## src/hw/rtl/ffp_pkg.sv

```systemverilog
// shared constants, status codes and types for the first-fit table packer
package ffp_pkg;

    localparam int MAX_BINS_DEF = 64;

    localparam int SIZE_W   = 8;
    localparam int VAL_W    = 16;
    localparam int CAP_W    = 8;
    localparam int OCC_W    = 8;
    localparam int TOT_W    = 24;
    localparam int STAT_W   = 2;
    localparam int IDX_W    = 6;
    localparam int INUSE_W  = 7;
    localparam int ENTRY_W  = TOT_W + OCC_W;

    localparam logic [CAP_W-1:0] CAP_RESET = 8'd10;
    localparam logic [TOT_W-1:0] VALUE_MAX = 24'hFF_FFFF;

    localparam logic [STAT_W-1:0] ST_PLACED = 2'd0;
    localparam logic [STAT_W-1:0] ST_NEW    = 2'd1;
    localparam logic [STAT_W-1:0] ST_REJECT = 2'd2;

    typedef struct packed {
        logic             fits;
        logic [OCC_W-1:0] persons;
        logic [TOT_W-1:0] total;
    } fit_res_t;

endpackage

```

## src/hw/rtl/ffp_ram.sv

```systemverilog
// generic single-write, single-read ram with registered read data
module ffp_ram #(
    parameter int WIDTH = 32,
    parameter int DEPTH = 64,
    parameter int ADDR_W = (DEPTH > 1) ? $clog2(DEPTH) : 1
) (
    input  logic              clk,
    input  logic              wr_en,
    input  logic [ADDR_W-1:0] wr_addr,
    input  logic [WIDTH-1:0]  wr_data,
    input  logic              rd_en,
    input  logic [ADDR_W-1:0] rd_addr,
    output logic [WIDTH-1:0]  rd_data
);

    logic [WIDTH-1:0] mem [DEPTH];
    logic [WIDTH-1:0] rd_data_reg;

    always_ff @(posedge clk)
    begin
        if (wr_en)
        begin
            mem[wr_addr] <= wr_data;
        end
        if (rd_en)
        begin
            rd_data_reg <= mem[rd_addr];
        end
    end

    assign rd_data = rd_data_reg;

endmodule

```

## src/hw/rtl/ffp_fit_unit.sv

```systemverilog
// shared fit check and bin update arithmetic for one stored bin
module ffp_fit_unit (
    input  logic [ffp_pkg::CAP_W-1:0]   bin_capacity,
    input  logic [ffp_pkg::SIZE_W-1:0]  group_size,
    input  logic [ffp_pkg::VAL_W-1:0]   group_value,
    input  logic [ffp_pkg::ENTRY_W-1:0] entry,
    output ffp_pkg::fit_res_t           res
);
    import ffp_pkg::*;

    logic [OCC_W-1:0] persons;
    logic [TOT_W-1:0] total;
    logic [CAP_W-1:0] room;
    logic [TOT_W:0]   sum;

    assign persons = entry[OCC_W-1:0];
    assign total   = entry[ENTRY_W-1:OCC_W];
    assign room    = bin_capacity - persons;
    assign sum     = {1'b0, total} + {{(TOT_W + 1 - VAL_W){1'b0}}, group_value};

    always_comb
    begin
        res.fits    = (persons <= bin_capacity) && (room >= group_size);
        res.persons = persons + group_size;
        res.total   = sum[TOT_W] ? VALUE_MAX : sum[TOT_W-1:0];
    end

endmodule

```

## src/hw/rtl/first_fit_table_packer_top.sv

```systemverilog
// top level of the first-fit table packer: scan sequencer, bin store and result register
//
//  channel | signals                                          | direction
//  --------+--------------------------------------------------+----------
//  in      | in_valid, in_stall, group_size, group_value      | in beat
//  out     | out_valid, out_stall, placement_status,          | out beat
//          | bin_index, bin_occupancy, bin_value_total,       |
//          | bins_in_use                                      |
//  cfg     | cfg_wr_en, cfg_wr_data (bin_capacity)            | write only
//
// a beat scans the open bins in index order, one bin per cycle, to the first that fits;
// with no fit it opens a new bin, or is rejected when all MAX_BINS bins are open
// reset clears the bin count and sets bin_capacity to 10; the store needs no clearing
// in_stall is high from accept until the result is loaded into the output register,
// so the next beat can be accepted in the cycle after that
// a result waiting under out_stall holds the write-back of the next beat
module first_fit_table_packer_top #(
    parameter int MAX_BINS = ffp_pkg::MAX_BINS_DEF
) (
    input  logic                          clk,
    input  logic                          rst_n,
    input  logic                          in_valid,
    output logic                          in_stall,
    input  logic [ffp_pkg::SIZE_W-1:0]    group_size,
    input  logic [ffp_pkg::VAL_W-1:0]     group_value,
    output logic                          out_valid,
    input  logic                          out_stall,
    output logic [ffp_pkg::STAT_W-1:0]    placement_status,
    output logic [ffp_pkg::IDX_W-1:0]     bin_index,
    output logic [ffp_pkg::OCC_W-1:0]     bin_occupancy,
    output logic [ffp_pkg::TOT_W-1:0]     bin_value_total,
    output logic [ffp_pkg::INUSE_W-1:0]   bins_in_use,
    input  logic                          cfg_wr_en,
    input  logic [ffp_pkg::CAP_W-1:0]     cfg_wr_data
);
    import ffp_pkg::*;

    localparam int ADDR_W = (MAX_BINS > 1) ? $clog2(MAX_BINS) : 1;
    localparam int CNT_W  = $clog2(MAX_BINS + 1);
    localparam logic [CNT_W-1:0] BINS_FULL = CNT_W'(MAX_BINS);

    localparam logic [1:0] S_IDLE  = 2'd0;
    localparam logic [1:0] S_SCAN  = 2'd1;
    localparam logic [1:0] S_WRITE = 2'd2;

    logic [1:0]       state_reg, state_next;
    logic [CNT_W-1:0] open_reg, open_next;
    logic [CNT_W-1:0] rd_idx_reg, rd_idx_next;
    logic [CNT_W-1:0] cmp_idx_reg, cmp_idx_next;
    logic             cmp_vld_reg, cmp_vld_next;
    logic             found_reg, found_next;
    logic [CAP_W-1:0] cap_reg;
    logic             out_valid_reg, out_valid_next;

    logic [SIZE_W-1:0] size_reg;
    logic [VAL_W-1:0]  value_reg;
    logic [OCC_W-1:0]  upd_occ_reg;
    logic [TOT_W-1:0]  upd_tot_reg;
    logic [STAT_W-1:0] o_status_reg;
    logic [CNT_W-1:0]  o_idx_reg;
    logic [OCC_W-1:0]  o_occ_reg;
    logic [TOT_W-1:0]  o_tot_reg;
    logic [CNT_W-1:0]  o_inuse_reg;

    logic              in_acc;
    logic              slot_free;
    logic              rd_en;
    logic              wr_en;
    logic [ADDR_W-1:0] wr_addr;
    logic [ENTRY_W-1:0] wr_data;
    logic [ENTRY_W-1:0] rd_data;
    fit_res_t          fit;
    logic              commit;

    ffp_ram #(
        .WIDTH (ENTRY_W),
        .DEPTH (MAX_BINS)
    ) u_bins (
        .clk     (clk),
        .wr_en   (wr_en),
        .wr_addr (wr_addr),
        .wr_data (wr_data),
        .rd_en   (rd_en),
        .rd_addr (rd_idx_reg[ADDR_W-1:0]),
        .rd_data (rd_data)
    );

    ffp_fit_unit u_fit (
        .bin_capacity (cap_reg),
        .group_size   (size_reg),
        .group_value  (value_reg),
        .entry        (rd_data),
        .res          (fit)
    );

    assign in_stall  = (state_reg != S_IDLE);
    assign in_acc    = in_valid && !in_stall;
    assign slot_free = !out_valid_reg || !out_stall;
    assign commit    = (state_reg == S_WRITE) && slot_free;
    assign rd_en     = (state_reg == S_SCAN) && !(cmp_vld_reg && fit.fits)
                       && (rd_idx_reg < open_reg);

    // scan sequencer
    always_comb
    begin
        state_next   = state_reg;
        rd_idx_next  = rd_idx_reg;
        cmp_idx_next = cmp_idx_reg;
        cmp_vld_next = cmp_vld_reg;
        found_next   = found_reg;
        open_next    = open_reg;
        unique case (state_reg)
            S_IDLE:
            begin
                if (in_acc)
                begin
                    state_next   = S_SCAN;
                    rd_idx_next  = '0;
                    cmp_vld_next = 1'b0;
                    found_next   = 1'b0;
                end
            end
            S_SCAN:
            begin
                priority if (cmp_vld_reg && fit.fits)
                begin
                    found_next   = 1'b1;
                    cmp_vld_next = 1'b0;
                    state_next   = S_WRITE;
                end
                else if (rd_idx_reg < open_reg)
                begin
                    cmp_idx_next = rd_idx_reg;
                    cmp_vld_next = 1'b1;
                    rd_idx_next  = rd_idx_reg + 1'b1;
                end
                else if (cmp_vld_reg)
                begin
                    cmp_vld_next = 1'b0;
                end
                else
                begin
                    state_next = S_WRITE;
                end
            end
            S_WRITE:
            begin
                if (slot_free)
                begin
                    state_next = S_IDLE;
                    if (!found_reg && (open_reg < BINS_FULL))
                    begin
                        open_next = open_reg + 1'b1;
                    end
                end
            end
            default:
            begin
                state_next = S_IDLE;
            end
        endcase
    end

    // bin store write-back
    always_comb
    begin
        wr_en   = 1'b0;
        wr_addr = cmp_idx_reg[ADDR_W-1:0];
        wr_data = {upd_tot_reg, upd_occ_reg};
        if (commit)
        begin
            if (found_reg)
            begin
                wr_en = 1'b1;
            end
            else if (open_reg < BINS_FULL)
            begin
                wr_en   = 1'b1;
                wr_addr = open_reg[ADDR_W-1:0];
                wr_data = {{(TOT_W - VAL_W){1'b0}}, value_reg, size_reg};
            end
        end
    end

    always_comb
    begin
        out_valid_next = out_valid_reg;
        if (out_valid_reg && !out_stall)
        begin
            out_valid_next = 1'b0;
        end
        if (commit)
        begin
            out_valid_next = 1'b1;
        end
    end

    always_ff @(posedge clk or negedge rst_n)
    begin
        if (!rst_n)
        begin
            state_reg     <= S_IDLE;
            open_reg      <= '0;
            rd_idx_reg    <= '0;
            cmp_idx_reg   <= '0;
            cmp_vld_reg   <= 1'b0;
            found_reg     <= 1'b0;
            cap_reg       <= CAP_RESET;
            out_valid_reg <= 1'b0;
        end
        else
        begin
            state_reg     <= state_next;
            open_reg      <= open_next;
            rd_idx_reg    <= rd_idx_next;
            cmp_idx_reg   <= cmp_idx_next;
            cmp_vld_reg   <= cmp_vld_next;
            found_reg     <= found_next;
            out_valid_reg <= out_valid_next;
            if (cfg_wr_en)
            begin
                cap_reg <= cfg_wr_data;
            end
        end
    end

    // payload registers
    always_ff @(posedge clk)
    begin
        if (in_acc)
        begin
            size_reg  <= group_size;
            value_reg <= group_value;
        end
        if ((state_reg == S_SCAN) && cmp_vld_reg && fit.fits)
        begin
            upd_occ_reg <= fit.persons;
            upd_tot_reg <= fit.total;
        end
        if (commit)
        begin
            priority if (found_reg)
            begin
                o_status_reg <= ST_PLACED;
                o_idx_reg    <= cmp_idx_reg;
                o_occ_reg    <= upd_occ_reg;
                o_tot_reg    <= upd_tot_reg;
                o_inuse_reg  <= open_reg;
            end
            else if (open_reg < BINS_FULL)
            begin
                o_status_reg <= ST_NEW;
                o_idx_reg    <= open_reg;
                o_occ_reg    <= size_reg;
                o_tot_reg    <= {{(TOT_W - VAL_W){1'b0}}, value_reg};
                o_inuse_reg  <= open_reg + 1'b1;
            end
            else
            begin
                o_status_reg <= ST_REJECT;
                o_idx_reg    <= '0;
                o_occ_reg    <= '0;
                o_tot_reg    <= '0;
                o_inuse_reg  <= open_reg;
            end
        end
    end

    assign out_valid        = out_valid_reg;
    assign placement_status = o_status_reg;
    assign bin_index        = IDX_W'(o_idx_reg);
    assign bin_occupancy    = o_occ_reg;
    assign bin_value_total  = o_tot_reg;
    assign bins_in_use      = INUSE_W'(o_inuse_reg);

endmodule
```

## config.mk

```make
export PLATFORM = sky130hd
export DESIGN_NAME = first_fit_table_packer_top
export DESIGN_NICKNAME = d
export VERILOG_FILES = /design/src/hw/rtl/ffp_pkg.sv /design/src/hw/rtl/ffp_ram.sv /design/src/hw/rtl/ffp_fit_unit.sv /design/src/hw/rtl/first_fit_table_packer_top.sv
export SDC_FILE = /design/constraint.sdc
export NUM_CORES = 2
export LEC_CHECK = 0
export ABC_AREA = 1
export ABC_CLOCK_PERIOD_IN_PS = 7400
export BUFFER_PORTS_ARGS = -buffer_cell sky130_fd_sc_hd__buf_2
export CORE_ASPECT_RATIO = 1.4
export CORE_MARGIN = 4
export CORE_UTILIZATION = 40
export DETAILED_ROUTE_END_ITERATION = 8
export SLEW_MARGIN = 30
export SYNTH_ARGS = -nofsm -noshare
export SYNTH_HDL_FRONTEND = slang
export SYNTH_HIERARCHICAL = 1
export SYNTH_SLANG_ARGS = --single-unit
```

## constraint.sdc

```tcl
create_clock -name clk -period 7.4 [get_ports clk]
set_input_delay 1.11 -clock clk [delete_from_list [all_inputs] [get_ports clk]]
set_output_delay 1.11 -clock clk [all_outputs]
set_load 0.05 [all_outputs]
```

Word level (Yosys, flattened, before mapping)
Memories as Yosys holds them, arrays and structs flattened. A register that Yosys moved wholly into a read port is not among the register bits.
Cells that the tools add are included.

cells by class
  $add $sub $neg = 5
  order comparisons = 4
  eq/ne operators = 9
  muxes and demuxes = 38
  bitwise logic cells = 1
  reductions and logical operators = 26

operators by type and width
  operator               count
  $mux W32               3
  $mux W7                5
  $mux W6                5
  $add A24 B16 Y25       1
  $mux W24               1
  $mux W16               1
  $mux W8                2
  $add A7 B1 Y7 const B  2
  $pmux W7 S2            1
  $mux W2                6
  $mux W1                11
  $logic_and A1 B1 Y1    10
  $ne A2 B2 Y1 const B   5
  $reduce_and A3 Y1      3
  $add A8 B8 Y8          1
  $ge A8 B8 Y1           1
  $le A8 B8 Y1           1
  $reduce_and A4 Y1      2
  $sub A8 B8 Y8          1
  $lt A7 B7 Y1           1
  $lt A7 B7 Y1 const B   1
  $ne A3 B3 Y1 const B   2
  $pmux W2 S3            1
  $reduce_bool A2 Y1     3
  8 further kinds        13

storage, ports and cells
  flip-flop bits (word level) = 136
  memory bits (writable) = 2,048
  input bits = 37
  output and inout port bits = 49
  memories = 1

memories
  name        depth  bits a word  read ports  clocked after Yosys merged registers in  write ports  line           RTL
  u_bins.mem  64     32           1           1                                        1            ffp_ram.sv:16  logic [WIDTH-1:0] mem [DEPTH];

Longest topological paths before layout
  depth after elaboration = 7
  mapped depth = 22

By module
Netlist, hierarchy kept.

modules (own cells, without submodules)
  module                      instances  cells each  area each (sq um)
  ffp_ram                     1          6,769       83,058.4
  first_fit_table_packer_top  1          488         5,724.2
  ffp_fit_unit                1          469         2,523.7

Worst setup path after synthesis
Ideal clock, no wire load.

  path type = input to register
  from = input out_stall
  to = memory u_bins.mem[50][0] (enable)
  library setup time = 503 ps
  arrival time = 6,278 ps
  data required time = 6,897 ps
  path slack = 620 ps
  stages on the path = 9
  buffers on the path = 2
  cells stage by stage = nand2_1 nand2_1 buf_6 inv_1 nand3_1 o21ai_0 clkbuf_1 inv_1 nor4_1

on the way
  elaborated cells on any way between the ends = 7
  those cells by class = 4 x mux; 3 x reduce/logical

RTL lines
  element              line                               RTL
  from (decl)          first_fit_table_packer_top.sv:27   input logic out_stall,
  $logic_not A1 Y1     first_fit_table_packer_top.sv:98   assign slot_free = !out_valid_reg || !out_stall;
  $logic_or A1 B1 Y1   first_fit_table_packer_top.sv:98
  $logic_and A1 B1 Y1  first_fit_table_packer_top.sv:99   assign commit = (state_reg == S_WRITE) && slot_free;
  via commit           first_fit_table_packer_top.sv:73   logic commit;
  $mux W6              first_fit_table_packer_top.sv:170  if (commit)
  via wr_addr[1]       first_fit_table_packer_top.sv:69   logic [ADDR_W-1:0] wr_addr;
  to (decl)            ffp_ram.sv:16

The timed path passes the listed nets, and every way through them passes these cells.

Worst setup path in the final report
  from = register found_reg
  to = memory u_bins.mem[32][1] (enable)

on the way
  elaborated cells on any way between the ends = 6
  those cells by class = 6 x mux

RTL lines
  element                 line                               RTL
  from (decl)             first_fit_table_packer_top.sv:51   logic found_reg, found_next;
  from (signal assigned)  first_fit_table_packer_top.sv:218  found_reg <= found_next;
  $mux W6                 first_fit_table_packer_top.sv:172  if (found_reg)
  $mux W6                 first_fit_table_packer_top.sv:170
  via wr_addr[0]          first_fit_table_packer_top.sv:69

The timed path passes the listed nets, and every way through them passes these cells.

==> results.tsv <==
metric	value	unit
peakVddDrop	0.296	mV
syn-cell-area	91300	um2
cts_repair_resize_count	0	
slew_headroom	0.307	
hp-class	input pin to async pin	
final_common_cell	nand2_1	
drv_slew	0	
skew	0.0549	ns
dr_total_vias	59800	
root_buffer	clkbuf_16	
yosys.area.top_type	edfxtp_1	
cts_setup_buffers	0	
cts_tree	yes	
async_flop_share	0.0149	
clock_sinks	2216	
nets	7810	
avgViaCountPerCell	5.49	
die_h	573	um
clockBufferDepth	4	
cts_hold_buf	0	
synth-edff-count	2183	
cts_buffers	201	
drc	0	
grt_first_pass_wirelength	375000	um
rsz0062_at_grt	no	
finalCriticalPeriod	4.82	ns
sw_frac_of_total	0.344	
overflow	0	
yosys_warnings	6	
largest_register_ffs	2048	
hold_slack	0.376	ns
wl_per_cell	23.5	um
yosysUniqueCellTypes	45	
p_per_area	337	nW/um2
power_frac_seq	0.432	
coreArea	227000	um2
start_kind	register	
die-width	412	um
final_cell_mix	nand2_1, edfxtp_1, nand3_1, clkbuf_16, inv_1	
highest_layer	met5	
drt_iter0_markers	6570	
p_leak	0.0362	uW
worstSetupEndpointType	register	
dieArea	236000	um2
antenna_found_initial	8	
combPwrFrac	0.282	
first_pass_iters	6	
worst-setup-path-type	register to register	
syn-num-nets	7815	
tightest_slew	1.04	ns
cap_viol_max_count	0	
intPower	22600	uW
setup_tns	0	ns
grt_max_degree	201	
grt_pass1_vias	56900	
postRouteAntennaNets	0	
fin_area	102000	um2
worstPathMaxFanout	38	
netlist_instances	7726	
clk_latency	0.85	ns
wl_met1	99800	um
clock_power_share	0.286	
postPlaceCellArea	96300	um2
finalCritPeriodShare	0.652	
placementRows	207	
place_congestion	0.878	
dp.final_hpwl	143000	um
drive_above_1_share	0.0867	
synth_area_leaders	edfxtp_1, nand3_1, nand2_1, buf_2, dfrtp_1	
pre_cts_ws	2.14	ns
dp.cells	10500	
crit_required	7.90	ns
crit_arrival	5.32	ns
layout_setup_ws	2.58	ns
finalSetupViolations	0	
clk_pin_slew_worst_paths	0.07	ns
synth_area_per_cell	11.8	um2
route.met2.wl	125000	um
run_status	finished, final reports clean	
p_sw	11900	uW
fin_cells	10900	
yosysTopAreaCellShare	0.718	
synth_flop_cell	edfxtp_1	
routed-wl-met3	18500	um
io_pins	86	
drt_wl_total	256000	um
htreeDepth	4	
area_growth	12.1	%
initial_utilization	0.402	
hold_violations	0	
ys_ff_latch	2216	
portBuffers	85	
maxClockFrequency	0.207	GHz
ys_seq_area_frac	0.727	
track_usage	0.211	
[kinds of logic (layout without fill, tap and decap cells)]
logic type,count (synthesis),after routing,synth area share
DFF,2216,2216,0.727
buffers and inverters,655,785,0.0340
adders and majority gates,52,52,0.00737
other,0,4,0
muxes,8,8,0.000987
xor gates and xnor gates,22,22,0.00211
AOI/OAI and AO/OA,116,116,0.00698
and+or+nand+nor,4657,4657,0.222
[final timing paths]
path                           startpoint                end  slack [ns]  cells past startpoint
setup / recovery                found_reg  u_bins/mem[32][1]        2.58                     12
hold / removal                      rst_n      rd_idx_reg[1]        0.38                      1
setup reg to reg                found_reg  u_bins/mem[32][1]        2.58                     12
hold reg to reg            cmp_idx_reg[4]     cmp_idx_reg[4]        0.50                      2
max in group asynchronous           rst_n      rd_idx_reg[0]        6.41                      1
min in group clk           group_value[6]       value_reg[6]        0.46                      1
[power by group through the flow]
| stage | clock network (uW) | logic (uW) | registers (uW) |
|---|---|---|---|
| after floorplan | 0 | 6530 | 15200 |
| after global placement | 0 | 9480 | 15200 |
| after detailed placement | 0 | 9660 | 15200 |
| after CTS | 10000 | 9680 | 14900 |
| after global routing | 10500 | 10700 | 14900 |
| final | 9860 | 9730 | 14900 |
[Yosys cell counts (16+ instances only)]
library cell     n
nand2_1       2522
edfxtp_1      2183
nand3_1       1957
buf_2          287
inv_1          178
nor2_1         104
clkbuf_1        82
o21ai_0         53
ha_1            49
buf_4           47
buf_1           40
dfrtp_1         31
o22ai_1         30
a21oi_1         22
nand4_1         21
xor2_1          17
nand3_2         16
[critical path, cell delays in order (launching register included)]
cell	delay (ns)
dfrtp_1	0.58
nor2_2	0.21
inv_2	0.10
nor2_4	0.14
buf_4	0.65
nand2_1	0.17
o21ai_1	0.37
inv_1	0.36
inv_1	0.35
nand4_1	0.15
buf_4	0.27
nor2_4	0.68
buf_4	0.41
[layer usage]
metal / vias to the layer above / global-route usage
met5: - / 0
met4: 4 / 0.0956
met3: 488 / 0.0255
met2: 2546 / 0.354
met1: 29500 / 0.274
li1: 27200 / -
[metrics by stage]
step | utilization | total power (uW)
2_1_floorplan | - | 21700
6_report | 0.451 | 34500
4_1_cts | 0.450 | 34600
3_5_place_dp | 0.424 | 24800
5_1_grt | 0.451 | 36100
3_3_place_gp | 0.419 | 24600
[area by class of cell]
class                      instances  area (um2)
inverter                         187         744
fill                           20300      125000
clock inverter                    92         757
multi-input combinational       4855       22600
timing repair buffer             260        2790
sequential                      2216       66400
antenna                            4        10.0
clock buffer                     246        5250
tap                             3030        3790
Power figures use the tool's default switching activity.
